--- src/design/spq_pkg.sv ---
// shared types and constants of the segmented pcm quantizer
package spq_pkg;

   localparam int NUM_SEGMENTS  = 8;
   localparam int SEG_W         = $clog2(NUM_SEGMENTS);
   localparam int SAMPLE_W      = 31;
   localparam int MAG_W         = 30;
   localparam int STEP_INDEX_W  = 23;
   localparam int CODEWORD_W    = 16;
   localparam int TOTAL_BITS_W  = 5;
   localparam int STEP_BITS_W   = 4;
   localparam int CSR_DATA_W    = 5;
   localparam int QUEUE_DEPTH   = 2;

   localparam logic [TOTAL_BITS_W-1:0] TOTAL_BITS_RESET = 5'd8;
   localparam logic [STEP_BITS_W-1:0]  STEP_BITS_RESET  = 4'd4;
   localparam logic [TOTAL_BITS_W-1:0] TOTAL_BITS_MIN   = 5'd8;
   localparam logic [TOTAL_BITS_W-1:0] TOTAL_BITS_MAX   = 5'd16;

   typedef enum logic {
      CSR_TOTAL_BITS = 1'b0,
      CSR_STEP_BITS  = 1'b1
   } csr_index_type;

   typedef struct packed {
      logic [TOTAL_BITS_W-1:0] total_bits;
      logic [STEP_BITS_W-1:0]  step_bits;
   } cfg_type;

   typedef struct packed {
      logic             error;
      logic             neg;
      logic [MAG_W-1:0] mag;
   } cls_type;

endpackage

--- src/design/segmented_pcm_quantizer.sv ---
// top level of the segmented pcm quantizer
// an item taken passes through the queue, then the back end output register; one cycle of strobe
// throughput: one item per cycle, set by the back end draining the queue
// busy rises only when the queue is full, which does not happen while results flow out
// the receiver cannot stall, so every queued item leaves in the cycle after it arrives
// reset is synchronous: clears queue and strobe, sets total_bits to 8 and step_bits to 4
module segmented_pcm_quantizer #(
   parameter int QUEUE_DEPTH = spq_pkg::QUEUE_DEPTH
) (
   input  logic                                clock,
   input  logic                                reset,
   input  logic                                start,
   output logic                                busy,
   input  logic signed [spq_pkg::SAMPLE_W-1:0] req_sample,
   input  logic                                csr_write_enable,
   input  logic                                csr_index,
   input  logic [spq_pkg::CSR_DATA_W-1:0]      csr_write_data,
   output logic                                rsp_strobe,
   output logic                                rsp_error,
   output logic                                rsp_sign_bit,
   output logic [spq_pkg::SEG_W-1:0]           rsp_segment,
   output logic [spq_pkg::STEP_INDEX_W-1:0]    rsp_step_index,
   output logic signed [spq_pkg::SAMPLE_W-1:0] rsp_level,
   output logic [spq_pkg::CODEWORD_W-1:0]      rsp_codeword
);
   import spq_pkg::*;

   logic [TOTAL_BITS_W-1:0] total_bits_ff, total_bits_in;
   logic [STEP_BITS_W-1:0]  step_bits_ff, step_bits_in;
   cfg_type                 cfg;
   cls_type                 front_cls;
   cls_type                 queue_cls;
   logic                    queue_empty;
   logic                    queue_full;
   logic                    accept;

   always_comb begin
      total_bits_in = total_bits_ff;
      step_bits_in  = step_bits_ff;
      if (csr_write_enable) begin
         unique case (csr_index_type'(csr_index))
            CSR_TOTAL_BITS: total_bits_in = csr_write_data[TOTAL_BITS_W-1:0];
            CSR_STEP_BITS:  step_bits_in  = csr_write_data[STEP_BITS_W-1:0];
            default:        total_bits_in = total_bits_ff;
         endcase
      end
   end

   always_ff @(posedge clock) begin
      if (reset) begin
         total_bits_ff <= TOTAL_BITS_RESET;
         step_bits_ff  <= STEP_BITS_RESET;
      end else begin
         total_bits_ff <= total_bits_in;
         step_bits_ff  <= step_bits_in;
      end
   end

   assign cfg.total_bits = total_bits_ff;
   assign cfg.step_bits  = step_bits_ff;
   assign busy           = queue_full;
   assign accept         = start && !queue_full;

   spq_front u_front (
      .sample (req_sample),
      .cfg    (cfg),
      .cls    (front_cls)
   );

   spq_queue #(
      .DEPTH (QUEUE_DEPTH)
   ) u_queue (
      .clock     (clock),
      .reset     (reset),
      .push      (accept),
      .push_data (front_cls),
      .pop       (!queue_empty),
      .pop_data  (queue_cls),
      .empty     (queue_empty),
      .full      (queue_full)
   );

   spq_back u_back (
      .clock          (clock),
      .reset          (reset),
      .item_valid     (!queue_empty),
      .cls            (queue_cls),
      .cfg            (cfg),
      .rsp_strobe     (rsp_strobe),
      .rsp_error      (rsp_error),
      .rsp_sign_bit   (rsp_sign_bit),
      .rsp_segment    (rsp_segment),
      .rsp_step_index (rsp_step_index),
      .rsp_level      (rsp_level),
      .rsp_codeword   (rsp_codeword)
   );

endmodule

--- src/design/spq_front.sv ---
// front end: sign and magnitude split, range and configuration check
module spq_front (
   input  logic signed [spq_pkg::SAMPLE_W-1:0] sample,
   input  spq_pkg::cfg_type                    cfg,
   output spq_pkg::cls_type                    cls
);
   import spq_pkg::*;

   logic [SAMPLE_W-1:0]     raw;
   logic [SAMPLE_W-1:0]     mag_full;
   logic [5:0]              limit;
   logic                    cfg_bad;
   logic                    over;

   always_comb begin
      raw      = sample;
      mag_full = raw[SAMPLE_W-1] ? (~raw + 31'd1) : raw;
      cfg_bad  = (cfg.total_bits < TOTAL_BITS_MIN) || (cfg.total_bits > TOTAL_BITS_MAX) ||
                 (cfg.step_bits == '0) || ({1'b0, cfg.step_bits} >= cfg.total_bits);
      limit    = {1'b0, cfg.total_bits} + {2'b0, cfg.step_bits} - 6'd1;
      over     = (mag_full >> limit[4:0]) != '0;
      cls.error = cfg_bad || over;
      cls.neg   = raw[SAMPLE_W-1];
      cls.mag   = mag_full[MAG_W-1:0];
   end

endmodule

--- src/design/spq_queue.sv ---
// small queue between the front and back ends
module spq_queue #(
   parameter int DEPTH = spq_pkg::QUEUE_DEPTH
) (
   input  logic             clock,
   input  logic             reset,
   input  logic             push,
   input  spq_pkg::cls_type push_data,
   input  logic             pop,
   output spq_pkg::cls_type pop_data,
   output logic             empty,
   output logic             full
);
   import spq_pkg::*;

   localparam int PTR_W = (DEPTH > 1) ? $clog2(DEPTH) : 1;
   localparam int CNT_W = $clog2(DEPTH + 1);

   cls_type            entries [DEPTH];
   logic [PTR_W-1:0]   wr_ptr_ff, wr_ptr_in;
   logic [PTR_W-1:0]   rd_ptr_ff, rd_ptr_in;
   logic [CNT_W-1:0]   count_ff, count_in;
   logic               do_push;
   logic               do_pop;

   assign empty    = count_ff == '0;
   assign full     = count_ff == CNT_W'(DEPTH);
   assign do_push  = push && !full;
   assign do_pop   = pop && !empty;
   assign pop_data = entries[rd_ptr_ff];

   always_comb begin
      wr_ptr_in = wr_ptr_ff;
      rd_ptr_in = rd_ptr_ff;
      count_in  = count_ff;
      if (do_push) begin
         wr_ptr_in = (wr_ptr_ff == PTR_W'(DEPTH - 1)) ? '0 : wr_ptr_ff + 1'b1;
      end
      if (do_pop) begin
         rd_ptr_in = (rd_ptr_ff == PTR_W'(DEPTH - 1)) ? '0 : rd_ptr_ff + 1'b1;
      end
      if (do_push && !do_pop) begin
         count_in = count_ff + 1'b1;
      end else if (do_pop && !do_push) begin
         count_in = count_ff - 1'b1;
      end
   end

   always_ff @(posedge clock) begin
      if (reset) begin
         wr_ptr_ff <= '0;
         rd_ptr_ff <= '0;
         count_ff  <= '0;
      end else begin
         wr_ptr_ff <= wr_ptr_in;
         rd_ptr_ff <= rd_ptr_in;
         count_ff  <= count_in;
      end
   end

   always_ff @(posedge clock) begin
      if (do_push) begin
         entries[wr_ptr_ff] <= push_data;
      end
   end

endmodule

--- src/design/spq_back.sv ---
// back end: segment search, step index, level and codeword, output register
module spq_back (
   input  logic                                    clock,
   input  logic                                    reset,
   input  logic                                    item_valid,
   input  spq_pkg::cls_type                        cls,
   input  spq_pkg::cfg_type                        cfg,
   output logic                                    rsp_strobe,
   output logic                                    rsp_error,
   output logic                                    rsp_sign_bit,
   output logic [spq_pkg::SEG_W-1:0]               rsp_segment,
   output logic [spq_pkg::STEP_INDEX_W-1:0]        rsp_step_index,
   output logic signed [spq_pkg::SAMPLE_W-1:0]     rsp_level,
   output logic [spq_pkg::CODEWORD_W-1:0]          rsp_codeword
);
   import spq_pkg::*;

   logic [31:0]             mag32;
   logic [5:0]              b_sum;
   logic [4:0]              b;
   logic [NUM_SEGMENTS-2:0] q;
   logic [SEG_W-1:0]        seg;
   logic [4:0]              e;
   logic [4:0]              start_sh;
   logic [4:0]              seg_bits;
   logic [31:0]             start;
   logic [31:0]             lvl;
   logic [31:0]             idx;
   logic [31:0]             cw;

   logic                    strobe_ff;
   logic                    error_ff, error_in;
   logic                    sign_ff, sign_in;
   logic [SEG_W-1:0]        seg_ff, seg_in;
   logic [STEP_INDEX_W-1:0] idx_ff, idx_in;
   logic [SAMPLE_W-1:0]     level_ff, level_in;
   logic [CODEWORD_W-1:0]   cw_ff, cw_in;

   always_comb begin
      mag32 = {2'b0, cls.mag};
      b_sum = {1'b0, cfg.total_bits} + {2'b0, cfg.step_bits} - 6'd8;
      b     = b_sum[4:0];
      q     = (NUM_SEGMENTS - 1)'(mag32 >> b);
      seg   = '0;
      for (int i = 0; i < NUM_SEGMENTS - 1; i++) begin
         if (q[i]) begin
            seg = SEG_W'(i + 1);
         end
      end
      start_sh = b + {2'b0, seg} - 5'd1;
      start    = (seg == '0) ? 32'd0 : (32'd1 << start_sh);
      e        = (seg == '0) ? 5'd0 : (cfg.total_bits - 5'd8 + {2'b0, seg} - 5'd1);
      lvl      = mag32 & ~((32'd1 << e) - 32'd1);
      idx      = (mag32 - start) >> e;
      seg_bits = cfg.total_bits - {1'b0, cfg.step_bits} - 5'd1;
      cw       = ({31'b0, !cls.neg} << (cfg.total_bits - 5'd1))
               | (({29'b0, seg} & ((32'd1 << seg_bits) - 32'd1)) << cfg.step_bits)
               | (idx & ((32'd1 << cfg.step_bits) - 32'd1));

      error_in = cls.error;
      sign_in  = 1'b0;
      seg_in   = '0;
      idx_in   = '0;
      level_in = '0;
      cw_in    = '0;
      if (!cls.error) begin
         sign_in  = !cls.neg;
         seg_in   = seg;
         idx_in   = idx[STEP_INDEX_W-1:0];
         level_in = cls.neg ? SAMPLE_W'(32'd0 - lvl) : lvl[SAMPLE_W-1:0];
         cw_in    = cw[CODEWORD_W-1:0];
      end
   end

   always_ff @(posedge clock) begin
      if (reset) begin
         strobe_ff <= 1'b0;
      end else begin
         strobe_ff <= item_valid;
      end
   end

   always_ff @(posedge clock) begin
      if (item_valid) begin
         error_ff <= error_in;
         sign_ff  <= sign_in;
         seg_ff   <= seg_in;
         idx_ff   <= idx_in;
         level_ff <= level_in;
         cw_ff    <= cw_in;
      end
   end

   assign rsp_strobe     = strobe_ff;
   assign rsp_error      = error_ff;
   assign rsp_sign_bit   = sign_ff;
   assign rsp_segment    = seg_ff;
   assign rsp_step_index = idx_ff;
   assign rsp_level      = level_ff;
   assign rsp_codeword   = cw_ff;

endmodule
--- config.mk ---
export PLATFORM = sky130hd
export DESIGN_NAME = segmented_pcm_quantizer
export DESIGN_NICKNAME = d
export VERILOG_FILES = /design/src/design/spq_pkg.sv /design/src/design/segmented_pcm_quantizer.sv /design/src/design/spq_front.sv /design/src/design/spq_queue.sv /design/src/design/spq_back.sv
export SDC_FILE = /design/constraint.sdc
export NUM_CORES = 1
export LEC_CHECK = 0
export BUFFER_PORTS_ARGS = -buffer_cell sky130_fd_sc_hd__buf_4
export CORE_ASPECT_RATIO = 1.2
export CORE_MARGIN = 8
export CORE_UTILIZATION = 36
export CTS_CLUSTER_SIZE = 28
export DETAILED_ROUTE_END_ITERATION = 6
export HOLD_SLACK_MARGIN = 0.05
export PLACE_DENSITY = 0.53
export REMOVE_ABC_BUFFERS = 1
export SYNTH_ARGS = -nofsm -noshare
export SYNTH_HDL_FRONTEND = slang
export SYNTH_SLANG_ARGS = --single-unit
--- constraint.sdc ---
create_clock -name clock -period 13.6 [get_ports clock]
set_clock_uncertainty 0.1 [all_clocks]
set_input_delay 1.36 -clock clock [delete_from_list [all_inputs] [get_ports clock]]
set_output_delay 1.36 -clock clock [all_outputs]
set_load 0.02 [all_outputs]
==> run_results.csv <==
group,metric,value,unit
global_route,grt-busiest-layer,"met2",
yosys,syn_area,0.01572,mm²
yosys,yosysWarnings,0,
setup_path,critPathCaptureType,"register",
sta,rsz0062_at_grt,"false",
final_layout,n_fill_cell,4462,
yosys,ys.flop_type,"edfxtp_1",
clock_tree,cts_made_buffers,17,
routing,post_drt_wl_per_cell,24.64,µm
final_layout,nets,2032,
setup_path,r2r_end,"u_back.rsp_codeword[10]",
global_route,grtUsageMet1,28.87,%
clock_tree,post_cts_buffers,0,
clock_tree,cts_hold_buf,0,
routing,routed_wl,61510,µm
die,die-area,0.05064,mm²
placed_design,gp_congestion,0.9995,
setup_path,r2r-start,"step_bits_ff[0]",
die,rows,84,
global_route,use_met2,40.71,%
clock_tree,cts.path.max_buffers,2,
routing,drc,4,
die,start_util,36.13,%
clock_tree,htreeDepth,4,
setup_path,worstRegToRegCells,32,
sta,period_share,84.72,%
worst_hold_path,min_to,"u_queue.count_ff[1]",
setup_path,critical_path.max_stage_delay,0.74,ns
global_route,grt_max_degree,73,
global_route,first_global_vias,15309,
setup_path,cp.arrival,11.62,ns
clock_tree,cts_root_buffer,"clkbuf_16",
sta,hold_viol_final,0,
final_layout,layout_common_cells,"nor2_1, nand2_1, buf_4",
setup_path,r2r_slack,2.08,ns
flow_run,cap_violations,0,
final_layout,multi_input_area,0.01050,mm²
routing,antenna_left,0,
yosys,netlist.area_leader.share,26.55,%
worst_hold_path,worstHoldPathType,"register to register",
setup_path,cp.required,13.70,ns
sta,fmax,86.79,MHz
outcome,violations,"design-rule violations",
setup_path,critPathSlowestCell,"or4b_4",
sta,relSlewSlack,2.354,%
yosys,synth_edf_count,139,
routing,detail_route.first_pass.iterations,7,
routing,via_per_inst,6.173,
setup_path,cp-start-kind,"register",
yosys,synth_area_leaders,"edfxtp_1, nor2_1, ha_1",
sta,timing.final.max_slew_violations,0,
yosys,postSynthCellCount,1863,
global_route,antenna_found_initial,1,
sta,period_minus_slack,11.52,ns
clock_tree,cts_resized,0,
final_layout,seqCellArea,0.004478,mm²
sta,tightestPinTransition,1.452,ns
worst_hold_path,whs_path_depth,2,
clock_tree,cts_tree,"built",
final_layout,syn_to_final_growth,12.66,%
setup_path,crit_fanout,44,
routing,vias,15409,
clock_tree,numClockSinks,154,
global_route,track_usage,23.95,%
placed_design,hpwl,48410,µm
die,pin_count,118,
outcome,status,"finished, violations left",
die,fp.dieW,206.8,µm
sta,setup_viol,0,
yosys,syn_area_per_cell,8.438,µm²
die,die_h,244.9,µm
die,coreArea,0.04351,mm²
global_route,grt_overflow,0,
routing,drtIter0Drc,1380,
final_layout,antennaDiodeCount,0,
global_route,globalRouteMet3Util,3.416,%
yosys,synth_cell_types,99,
clock_tree,clk_pin_slew_worst_paths,0.07,ns
yosys,synth.yosys.seq_area_share,28.46,%
yosys,synth_largest_area_cell,"edfxtp_1",
setup_path,path_class,"register to register",
clock_tree,clock_latency,0.45,ns
yosys,synth_seq_cells,154,
final_layout,drive_gt1_share,16.06,%
placed_design,io_buffers,117,
final_layout,final_common_cell,"nor2_1",
global_route,grt_pass1_wl,93060,µm
yosys,synthArstFlopShare,0,%
sta,tns,0,ns
worst_hold_path,worstHoldStart,"u_queue.count_ff[1]",
cell families (layout without fill, tap and decap cells):
group	count (synthesis)	in the layout	share of synthesized area, %
buffers and inverters	188	262	5.189
xor gates and xnor gates	98	98	5.508
DFF	154	154	28.46
muxes	156	156	12.41
AOI/OAI and AO/OA	527	527	22.95
and+or+nand+nor	673	673	19.91
adders and majority gates	67	67	5.571
routing by layer:
metal	part of all wire [%]	routed length (µm)	up-vias
li1	-	-	7133
met1	40	24680	7455
met2	48	29750	657
met3	5.9	3645	162
met4	5.6	3417	2
met5	0.021	13	-
Yosys cell counts, types with 7 or more instances:
master / number
nor2_1: 235
o22ai_1: 17
or4_1: 10
a211o_1: 8
o211ai_1: 30
a22oi_1: 10
ha_1: 62
mux4_2: 25
a21oi_1: 105
a221o_1: 10
nor3_1: 44
or3_1: 15
nor4_1: 12
o21ai_0: 108
nand2_1: 189
nor2b_1: 9
nand3_1: 64
mux2_2: 53
a31oi_1: 38
dfxtp_1: 15
or2_2: 7
a211oi_1: 16
buf_1: 12
nand4_1: 14
a21o_1: 18
edfxtp_1: 139
buf_2: 15
o31ai_1: 22
a21boi_0: 9
clkbuf_1: 75
o2111ai_1: 8
mux2i_1: 76
and3_1: 16
xnor2_1: 60
a221oi_1: 7
inv_1: 69
and2_1: 17
xor2_1: 37
nand2b_1: 16
o21a_1: 13
o311ai_0: 12
worst max path at each step:
stage	from	to	slack, ns	depth (start not counted)
2_1_floorplan	step_bits_ff[0]	u_back.rsp_codeword[1]	2.12	25
3_3_place_gp	step_bits_ff[2]	u_back.rsp_codeword[10]	2.43	30
3_5_place_dp	step_bits_ff[0]	u_back.rsp_codeword[10]	2.22	32
4_1_cts	step_bits_ff[0]	u_back.rsp_codeword[10]	2.19	32
5_1_grt	step_bits_ff[1]	u_back.rsp_codeword[9]	1.30	32
6_report	step_bits_ff[0]	u_back.rsp_codeword[10]	2.08	32
critical path: cells and delay by family (launching register included):
kind,cells,cell delay (ns)
AO/OA/AOI/OAI,12,3.96
XOR/XNOR,1,0.58
adder cells (fa/ha/maj),6,2.11
buffers and inverters,5,1.08
flip-flops,1,0.61
multiplexers,2,0.94
AND/OR/NAND/NOR,6,1.81
final cells by class:
| cell class | instances | share of cell area, % |
|---|---|---|
| Inverter | 75 | 1.590 |
| Tap cell | 559 | 3.949 |
| Timing Repair Buffer | 155 | 6.570 |
| Sequential cell | 154 | 25.28 |
| Clock buffer | 21 | 2.720 |
| Multi-Input combinational cell | 1521 | 59.28 |
| Clock inverter | 11 | 0.6076 |
flip-flops by register name (all words and copies together), names as in the netlist, 2 cells and up, named ones only:
name,cells
u_back.rsp_step_index,23
step_bits_ff,4
total_bits_ff,5
u_queue.count_ff,2
u_back.rsp_level,31
u_queue.entries,64
u_back.rsp_codeword,16
u_back.rsp_segment,3
per-stage QoR:
step	instance area (µm²)	utilization (%)	setup WS, ns	hold WS [ns]	instances
final	17710	40.70	2.078	0.4106	2496
after global routing	17710	40.70	1.301	0.4412	2496
after CTS	17710	40.70	2.193	0.4153	2496
after detailed placement	17120	39.35	2.217	0.3948	2464
after global placement	17120	39.35	2.427	0.3842	2464
after floorplan	15190	-	2.121	0.3658	1750
Power is left out: the tool's default activity adds up to more than one toggle a clock period on the data nets, which glitch-free logic cannot reach.
